===== src/rtl/psht_pkg.sv =====
package psht_pkg;

    localparam int SLOT_COUNT = 4;
    localparam int SLOT_IDX_W = 2;
    localparam int PRI_W      = 8;
    localparam int GEN_W      = 10;
    localparam int HANDLE_W   = 15;
    localparam int CMD_W      = 2;

    typedef logic [PRI_W-1:0]      pri_t;
    typedef logic [GEN_W-1:0]      gen_t;
    typedef logic [HANDLE_W-1:0]   handle_t;
    typedef logic [SLOT_IDX_W-1:0] slot_idx_t;

    typedef enum logic [CMD_W-1:0] {
        CMD_ALLOC   = 2'd0,
        CMD_CHECK   = 2'd1,
        CMD_RELEASE = 2'd2
    } cmd_t;

    localparam gen_t    GEN_RESET      = gen_t'(1);
    localparam gen_t    GEN_MAX        = '1;
    localparam handle_t HANDLE_ALL     = '1;
    localparam handle_t HANDLE_NO_SLOT = '0;

endpackage


===== src/rtl/priority_slot_handle_table_core.sv =====
// Four-slot generational handle table. One item is taken per cycle unless
// in_stall is high; the item is held in an input register, the slot search,
// handle check and table update are done in a single pass of short logic over
// the four slots, and the answer lands in an output register.
// The table is updated as the item moves into the output register, so the next
// item always sees the effect of the one before. in_stall rises only when both
// registers are full and out_stall is high. Allocate takes the first free slot,
// else the lowest-priority busy slot not above priority_req, and returns
// (generation << 4) | slot; it answers 0 when no slot qualifies, else -1 when
// stream_present is low. A handle of -1 on release frees every slot.
module priority_slot_handle_table_core
(
    input  logic                          clk,
    input  logic                          rst_n,
    input  logic                          in_valid,
    output logic                          in_stall,
    input  logic [psht_pkg::CMD_W-1:0]    command,
    input  logic [psht_pkg::PRI_W-1:0]    priority_req,
    input  logic                          stream_present,
    input  logic signed [psht_pkg::HANDLE_W-1:0] handle,
    output logic                          out_valid,
    input  logic                          out_stall,
    output logic signed [psht_pkg::HANDLE_W-1:0] alloc_handle,
    output logic                          handle_valid,
    output logic                          any_active
);
    import psht_pkg::*;

    // table state
    pri_t pri_reg [SLOT_COUNT];
    pri_t pri_next [SLOT_COUNT];
    gen_t gen_reg [SLOT_COUNT];
    gen_t gen_next [SLOT_COUNT];

    // input register
    logic               in_valid_reg;
    logic [CMD_W-1:0]   cmd_reg;
    pri_t               pri_req_reg;
    logic               present_reg;
    handle_t            handle_reg;

    // output register
    logic               out_valid_reg;
    handle_t            alloc_handle_reg;
    handle_t            alloc_handle_next;
    logic               handle_valid_reg;
    logic               handle_valid_next;
    logic               any_active_reg;
    logic               any_active_next;

    logic               out_load;
    logic               in_load;

    logic               free_found;
    slot_idx_t          free_idx;
    logic               best_found;
    slot_idx_t          best_idx;
    logic [PRI_W:0]     best_pri;
    logic               pick_found;
    slot_idx_t          pick_idx;
    gen_t               pick_gen;

    slot_idx_t          h_slot;
    logic               slot_ok;
    logic               match;

    assign out_load = in_valid_reg && (!out_valid_reg || !out_stall);
    assign in_stall = in_valid_reg && !out_load;
    assign in_load  = in_valid && !in_stall;

    always_comb
    begin
        free_found = 1'b0;
        free_idx   = '0;
        best_found = 1'b0;
        best_idx   = '0;
        best_pri   = {1'b1, {PRI_W{1'b0}}};
        for (int i = 0; i < SLOT_COUNT; i++)
        begin
            if (pri_reg[i] == '0)
            begin
                if (!free_found)
                begin
                    free_found = 1'b1;
                    free_idx   = slot_idx_t'(i);
                end
            end
            else if (pri_reg[i] <= pri_req_reg && {1'b0, pri_reg[i]} < best_pri)
            begin
                best_found = 1'b1;
                best_idx   = slot_idx_t'(i);
                best_pri   = {1'b0, pri_reg[i]};
            end
        end
        pick_found = free_found || best_found;
        pick_idx   = free_found ? free_idx : best_idx;
        // wrap the generation from the top back to one, never through zero
        pick_gen   = (gen_reg[pick_idx] == GEN_MAX) ? GEN_RESET
                                                    : gen_reg[pick_idx] + gen_t'(1);
    end

    always_comb
    begin
        h_slot  = handle_reg[SLOT_IDX_W-1:0];
        slot_ok = {1'b0, h_slot} < (SLOT_IDX_W+1)'(SLOT_COUNT);
        match   = (handle_reg != '0) && !handle_reg[HANDLE_W-1] && slot_ok
                  && (pri_reg[h_slot] != '0)
                  && (handle_reg[GEN_W+3:4] == gen_reg[h_slot]);
    end

    always_comb
    begin
        pri_next          = pri_reg;
        gen_next          = gen_reg;
        alloc_handle_next = HANDLE_NO_SLOT;
        handle_valid_next = 1'b0;
        case (cmd_reg)
            CMD_ALLOC:
            begin
                if (!pick_found)
                begin
                    alloc_handle_next = HANDLE_NO_SLOT;
                end
                else if (!present_reg)
                begin
                    alloc_handle_next = HANDLE_ALL;
                end
                else
                begin
                    gen_next[pick_idx] = pick_gen;
                    pri_next[pick_idx] = pri_req_reg;
                    alloc_handle_next  = {1'b0, pick_gen, 2'b00, pick_idx};
                end
            end
            CMD_CHECK:
            begin
                handle_valid_next = match;
            end
            CMD_RELEASE:
            begin
                if (handle_reg == HANDLE_ALL)
                begin
                    for (int i = 0; i < SLOT_COUNT; i++)
                    begin
                        pri_next[i] = '0;
                    end
                end
                else if (match)
                begin
                    handle_valid_next = 1'b1;
                    pri_next[h_slot]  = '0;
                end
            end
            default:
            begin
                // unused code: report activity only
                handle_valid_next = 1'b0;
            end
        endcase
        any_active_next = 1'b0;
        for (int i = 0; i < SLOT_COUNT; i++)
        begin
            if (pri_next[i] != '0)
            begin
                any_active_next = 1'b1;
            end
        end
    end

    always_ff @(posedge clk or negedge rst_n)
    begin
        if (!rst_n)
        begin
            in_valid_reg  <= 1'b0;
            out_valid_reg <= 1'b0;
            for (int i = 0; i < SLOT_COUNT; i++)
            begin
                pri_reg[i] <= '0;
                gen_reg[i] <= GEN_RESET;
            end
        end
        else
        begin
            if (in_load)
            begin
                in_valid_reg <= 1'b1;
            end
            else if (out_load)
            begin
                in_valid_reg <= 1'b0;
            end
            if (out_load)
            begin
                out_valid_reg <= 1'b1;
                pri_reg       <= pri_next;
                gen_reg       <= gen_next;
            end
            else if (!out_stall)
            begin
                out_valid_reg <= 1'b0;
            end
        end
    end

    always_ff @(posedge clk)
    begin
        if (in_load)
        begin
            cmd_reg     <= command;
            pri_req_reg <= priority_req;
            present_reg <= stream_present;
            handle_reg  <= handle;
        end
        if (out_load)
        begin
            alloc_handle_reg <= alloc_handle_next;
            handle_valid_reg <= handle_valid_next;
            any_active_reg   <= any_active_next;
        end
    end

    assign out_valid    = out_valid_reg;
    assign alloc_handle = alloc_handle_reg;
    assign handle_valid = handle_valid_reg;
    assign any_active   = any_active_reg;

endmodule

===== config.mk =====
export PLATFORM = sky130hd
export DESIGN_NAME = priority_slot_handle_table_core
export DESIGN_NICKNAME = d
export VERILOG_FILES = /design/src/rtl/psht_pkg.sv /design/src/rtl/priority_slot_handle_table_core.sv
export SDC_FILE = /design/constraint.sdc
export NUM_CORES = 1
export LEC_CHECK = 0
export BUFFER_PORTS_ARGS = -buffer_cell sky130_fd_sc_hd__buf_2
export CORE_ASPECT_RATIO = 1.2
export CORE_MARGIN = 3
export CORE_UTILIZATION = 25
export CTS_CLUSTER_DIAMETER = 30
export DETAILED_ROUTE_END_ITERATION = 10
export PLACE_DENSITY = 0.42
export SLEW_MARGIN = 20
export SYNTH_ARGS = -nofsm -noshare
export SYNTH_HDL_FRONTEND = slang
export SYNTH_SLANG_ARGS = --single-unit

===== constraint.sdc =====
create_clock -name clk -period 12.26 [get_ports clk]
set_clock_uncertainty 0.05 [all_clocks]
set_input_delay 1.226 -clock clk [delete_from_list [all_inputs] [get_ports clk]]
set_output_delay 1.226 -clock clk [all_outputs]
set_load 0.05 [all_outputs]

* After elaboration in Yosys (flattened, before gate mapping) *
Cells that the tools add are included.
Widths: inputs -> output; s select.

cells by class
  order comparisons = 11
  $add $sub $neg = 1
  bitwise operators = 4
  equality and inequality tests = 6
  reductions and logical operators = 33
  multiplexer cells = 63

operators with widths
  kind                   count
  $mux 32                4
  $pmux 32 s2            1
  $mux 10                6
  $mux 9                 6
  $bmux 10 s2            2
  $bwmux 40              1
  $reduce_bool 8->1      5
  $and 32x32->32         1
  $bwmux 32              1
  $demux 8 s2            2
  $le 8x8->1             4
  $logic_not 8->1        4
  $mux 8                 4
  $not 32->32            1
  $lt 8x9->1             3
  $mux 1                 23
  $demux 10 s2           1
  $mux 2                 9
  $bmux 8 s2             1
  $eq 15x15->1 const B   1
  $mux 15                1
  $reduce_bool 15->1     1
  $logic_and 1x1->1      11
  $add 10x1->10 const B  1
  16 further kinds       24

storage, ports and cells
  flip-flop bits (word level) = 117
  bits of input ports = 30
  word-level logic and storage cells = 135
  output and inout bits = 19

* Depth between registers and ports, before layout *
  word-level depth = 27
  depth in mapped cells = 44
  mapped depth without buffers = 41

* Worst setup path before layout *
No wires, ideal clock.

  path kind = reg2reg
  start = register pri_req_reg[1]
  end = register alloc_handle_reg[9] (netlist: alloc_handle[9]) (data pin)
  path slack = 3.379 ns
  path buffers = 3
  data required time = 11.941 ns
  stages on the path, launching flop included = 44
  setup time = 0.269 ns
  arrival = 8.563 ns
  cell sequence = edfxtp_1 -> inv_1 -> ha_1 -> nor2b_1 -> o211ai_1 -> a211oi_1 -> nor3_2 -> nand2_1 -> ha_1 -> a211oi_1 -> nand2_1 -> a31oi_1 -> o21bai_1 -> a21oi_1 -> clkbuf_1 -> nor2_1 -> a21oi_1 -> ha_1 -> [8 not listed] -> a21o_1 -> ha_1 -> a21o_1 -> a21o_1 -> a21oi_1 -> o21ai_0 -> nor2_1 -> a21oi_1 -> a2111o_1 -> a31oi_4 -> buf_6 -> mux2i_1 -> mux2i_2 -> ha_1 -> inv_1 -> nand4bb_1 -> a311oi_2 -> a21oi_1

on the way
  cells in the longest elaborated chain, start to end = 23
  elaborated cells on any way between the ends = 41
  classes of those cells = add/sub (1); order compare (7); eq/ne (1); mux (26); bitwise (1); reduce/logical (5)

RTL lines
  what                                           line                                                                          RTL
  start: declaration                             priority_slot_handle_table_core.sv:38                                         pri_t pri_req_reg;
  start signal: assignment                       priority_slot_handle_table_core.sv:210                                        pri_req_reg <= priority_req;
  $le 8x8->1                                     priority_slot_handle_table_core.sv:88                                         else if (pri_reg[i] <= pri_req_reg && {1'b0, pri_reg[i]} < best_pri)
  $mux 9                                         priority_slot_handle_table_core.sv:88
  $mux 9                                         priority_slot_handle_table_core.sv:80                                         if (pri_reg[i] == '0)
  $lt 8x9->1                                     priority_slot_handle_table_core.sv:88
  $logic_and 1x1->1                              priority_slot_handle_table_core.sv:88
  $mux 9                                         priority_slot_handle_table_core.sv:88
  $mux 9                                         priority_slot_handle_table_core.sv:80
  $lt 8x9->1                                     priority_slot_handle_table_core.sv:88
  [6 not listed]                                 --
  $mux 2                                         priority_slot_handle_table_core.sv:80
  $mux 2                                         priority_slot_handle_table_core.sv:96                                         pick_idx = free_found ? free_idx : best_idx;
  $not 2->3 (implied by the code)                priority_slot_handle_table_core.sv:98, priority_slot_handle_table_core.sv:99
  $bmux 10 s2                                    priority_slot_handle_table_core.sv:98, priority_slot_handle_table_core.sv:99
  $mux 10 (implied by the code) (2 in a row)     priority_slot_handle_table_core.sv:98, priority_slot_handle_table_core.sv:99
  $add 10x1->10 or $eq 10x10->1 (tied branches)  priority_slot_handle_table_core.sv:99, priority_slot_handle_table_core.sv:98
  $mux 10                                        priority_slot_handle_table_core.sv:98                                         pick_gen = (gen_reg[pick_idx] == GEN_MAX) ? GEN_RESET
  $mux 15                                        priority_slot_handle_table_core.sv:124                                        else if (!present_reg)
  end signal: assignment                         priority_slot_handle_table_core.sv:216                                        alloc_handle_reg <= alloc_handle_next;
  end: declaration                               priority_slot_handle_table_core.sv:44                                         handle_t alloc_handle_reg;

Several ways; a longest one is shown, not always the timed one. The select of a mux whose other input is x is not followed.
A chain may end at the register's enable or synchronous reset.

* Worst setup path after layout *
Same ends and word-level chain as after synthesis.

==> results.txt <==
- Buffers inserted to repair hold after CTS numbered 0.
- Worst setup EP type: flop
- IO Port Bufs: 48
* Clk pin slew, worst setup/hold paths: 0.06 ns
* Hold/Removal Path Class: reg2reg
- The critical path is of the reg2reg type.
- Final Cycle Share: 88.8%
- Peak supply drop: 140 µV
- The largest single stage delay on the critical path is 0.84 ns.
- At the later pin of the worst-skew pair, clock insertion delay measures 0.43 ns.
- After Yosys synthesis, full adders, half adders and majority gates account for 9.97% of the synthesized area.
* Count of endpoints failing hold in the final timing report: 0
* H-tree depth: 4
- Via density: 4.88
* Crit path launch type: flop
* Compound-Gate Fraction of Synth Area: 17.0%
- Total non-filler cell area in the finished layout: 0.00842 mm²
- Synthesis warning total: 0
- Yosys instantiated no cell more often than sky130_fd_sc_hd__nand2_1.
- Overall power consumption: 0.00277 W
- After synthesis, the netlist uses 71 different library cells.
- Max Clock Freq: 0.0918 GHz
- In the synthesized netlist, the cells that appear most often are sky130_fd_sc_hd__nand2_1 (88), sky130_fd_sc_hd__dfrtp_1 (70), sky130_fd_sc_hd__o21ai_0 (63).
* Sum of buffers and inverters on the critical path: 4
- Number of design-rule violations left by the first detailed-router iteration: 285
- Final Net Count: 850
* Max Cap Violations: 0
* Antenna Nets Post-Route: 0
* Post-synthesis cell type with the largest combined area: sky130_fd_sc_hd__dfrtp_1
- The region available for standard cell placement spans 0.0281 mm².
- Num ports: 49
* Post-CTS Setup Repair Bufs: 0
- In the post-synthesis netlist, the biggest area contributors are sky130_fd_sc_hd__dfrtp_1 (24%), sky130_fd_sc_hd__edfxtp_1 (17%), sky130_fd_sc_hd__ha_1 (10%), sky130_fd_sc_hd__nand2_1 (4.6%), sky130_fd_sc_hd__o21ai_0 (4.4%).
- # setup viols final: 0
- Cell mode on critical path: sky130_fd_sc_hd__a21oi_1
- The highest metal layer carrying signal wires in the routed design is met4.
- Synthesized cell area: 0.00715 mm²
- Global-route wire length before repair: 34000 µm
- For this run, the share of the core covered by cells in the final layout is 30.0%.
* Static leakage: 3.56 nW
- Flip-flop and latch count after synthesis: 115
- Share of final-layout standard cells stronger than drive strength 1: 15.5%
- After detailed placement, the total cell area comes to 0.00778 mm².
- After Yosys synthesis, and, or, nand and nor cells account for 16.2% of the synthesized area.
- In this run the tightest slew margin relative to its limit is 32.4%.
* Top_reg_cell synth: sky130_fd_sc_hd__dfrtp_1
* Share of flip-flops with an asynchronous set or reset after synthesis: 64.3%
* Cells resized by post-CTS repair: 0
- TritonCTS built the clock tree.
- Number of flip-flops under the largest register name: 40
- Maximum number of pins on one net before global-route repair: 74
- PwrDens: 329 mW/mm²
- Die X-Extent: 160 µm
- From bottom edge to top edge, the die measures 191 µm.
* Peak fanout along the critical path: 25
* Post-detailed-route DRC marker count: 0
* Routed length on met3: 541 µm
* GRT Resource Usage Total: 14.5%
* Detailed Place HPWL: 15800 µm
- Clock tree synthesis selected as its root buffer the cell sky130_fd_sc_hd__clkbuf_16.
- GRT overflow: 0
- Synthesized netlist cell count: 718
- Counting tap cells, the placed design contains a total of 1122 instances.
* Slowest-stage cell, CP: sky130_fd_sc_hd__a21oi_1
* Dominant combinational cell family by area after synthesis: compound AO/OA/AOI/OAI gates
* Maximum root-to-sink buffer count: 2
* Number of flops mapped to enable cells by yosys: 41
- The repair_antennas step left the layout with diodes totalling 0.
- Routability cong.: 0.819
- The initial antenna violation count came to 0.
- Critical Path RT: 12.35 ns
- In the final routed layout, each cell accounts on average for 18.6 µm.
* Initial standard-cell utilization of the core: 25.5%
- Setup repair after global routing missed its margin: no
* Fraction of the yosys area taken by sequential cells: 43.2%
* Post-synthesis mux area share: 8.64%
- Number of buffers added by the clock tree synthesis step: 17
- M1 wire length: 9400 µm
- Status: finished, final reports clean
- Detailed-routing iteration count for the pre-antenna-repair pass: 5
* Clock sink count: 115
- Final sum of negative setup slack: 0 ns
- The area growth from synthesis to layout is 17.7%.
- Vias in the first global route: 5782
- Once layout is complete, the cells apart from fillers number 1155.
* Post-synthesis xor/xnor area fraction: 1.84%
- For this block, the via count after detailed routing is 5631.
* Aggregate routed wire length: 21400 µm
* Period minus WS final: 10.89 ns
- Met2 WL: 11000 µm
* Crit path arrival time: 10.98 ns
- Std-Cell Rows: 67
* Total nets after synthesis: 805
- The number of max-slew violations in the final report came to 0.
- At the pin with the least slew margin, the transition time is 1.01 ns.
- Overall die area: 0.0307 mm²
* Post-synthesis average cell area: 9.96 µm²
- Post-synth top area share: 24.5%
- On the critical path the largest part of the delay comes from compound AO/OA/AOI/OAI gates.
## tightest hold or removal path: stages (launching register included)
cell	delay [ns]
sky130_fd_sc_hd__dfstp_2	0.37
sky130_fd_sc_hd__nand2_1	0.04
sky130_fd_sc_hd__o21ai_0	0.07
## final timing paths
check | start | end | slack, ns | depth (start not counted)
worst max-delay path | pri_req_reg[1]$_DFFE_PP_ | alloc_handle[9]$_SDFFCE_PN0P_ | 1.37 | 41
worst min-delay path | gen_reg[30]$_DFFE_PN1P_ | gen_reg[30]$_DFFE_PN1P_ | 0.44 | 2
worst max register to register | pri_req_reg[1]$_DFFE_PP_ | alloc_handle[9]$_SDFFCE_PN0P_ | 1.37 | 41
worst min register to register | gen_reg[30]$_DFFE_PN1P_ | gen_reg[30]$_DFFE_PN1P_ | 0.44 | 2
max in group asynchronous | rst_n | pri_reg[7]$_DFFE_PN0P_ | 10.85 | 3
min in group asynchronous | rst_n | gen_reg[0]$_DFFE_PN1P_ | 0.68 | 1
## stage by stage
step                hold slack (ns)  worst slack, ns
global placement              0.429             1.47
finish                        0.441             1.37
detailed placement            0.436             1.42
CTS                           0.443             1.37
global route                  0.470            0.300
floorplan                     0.407             3.38
## cell usage in the layout, fill, tap and decap left out, types with 6 or more instances in the layout
master                      count
sky130_fd_sc_hd__buf_4          7
sky130_fd_sc_hd__nand2_1       88
sky130_fd_sc_hd__dfrtp_1       70
sky130_fd_sc_hd__mux2i_1       23
sky130_fd_sc_hd__nor2_1        51
sky130_fd_sc_hd__inv_1         25
sky130_fd_sc_hd__clkbuf_16     19
sky130_fd_sc_hd__nand2b_1       8
sky130_fd_sc_hd__xnor2_1       14
sky130_fd_sc_hd__ha_1          57
sky130_fd_sc_hd__nor3_1         6
sky130_fd_sc_hd__nand4_1       16
sky130_fd_sc_hd__edfxtp_1      41
sky130_fd_sc_hd__mux4_2        11
sky130_fd_sc_hd__o21ai_0       63
sky130_fd_sc_hd__a21o_1        17
sky130_fd_sc_hd__nor4_1         9
sky130_fd_sc_hd__buf_2         47
sky130_fd_sc_hd__and2_1         6
sky130_fd_sc_hd__nand3_1       15
sky130_fd_sc_hd__a211oi_1      10
sky130_fd_sc_hd__a21oi_1       58
## metal layers
| layer | vias up | track usage, % |
|---|---|---|
| met5 | - | 0 |
| li1 | 2754 | - |
| met4 | 0 | 5.64 |
| met1 | 2763 | 17.5 |
| met2 | 82 | 25.8 |
| met3 | 32 | 2.45 |
## cell families after synthesis
kind of cell | Yosys count
buffers and inverters | 54
DFF | 115
xor gates and xnor gates | 15
AOI/OAI and AO/OA | 197
adders and majority gates | 57
muxes | 43
and+or+nand+nor | 237
## layout make-up
class	instances	area, µm²
timing repair buffer	55	315
multi-input combinational	549	3840
fill	2934	19700
sequential	115	3090
tap	379	474
clock buffer	24	514
clock inverter	8	95.1
inverter	25	93.8
## power by group
part	switching [W]	internal, W
Combinational	0.000994	0.000629
Clock	0.000180	0.000332
Sequential	0.000125	0.000505
Total	0.00130	0.00147
Note: power is estimated with default switching activity, not from simulation.
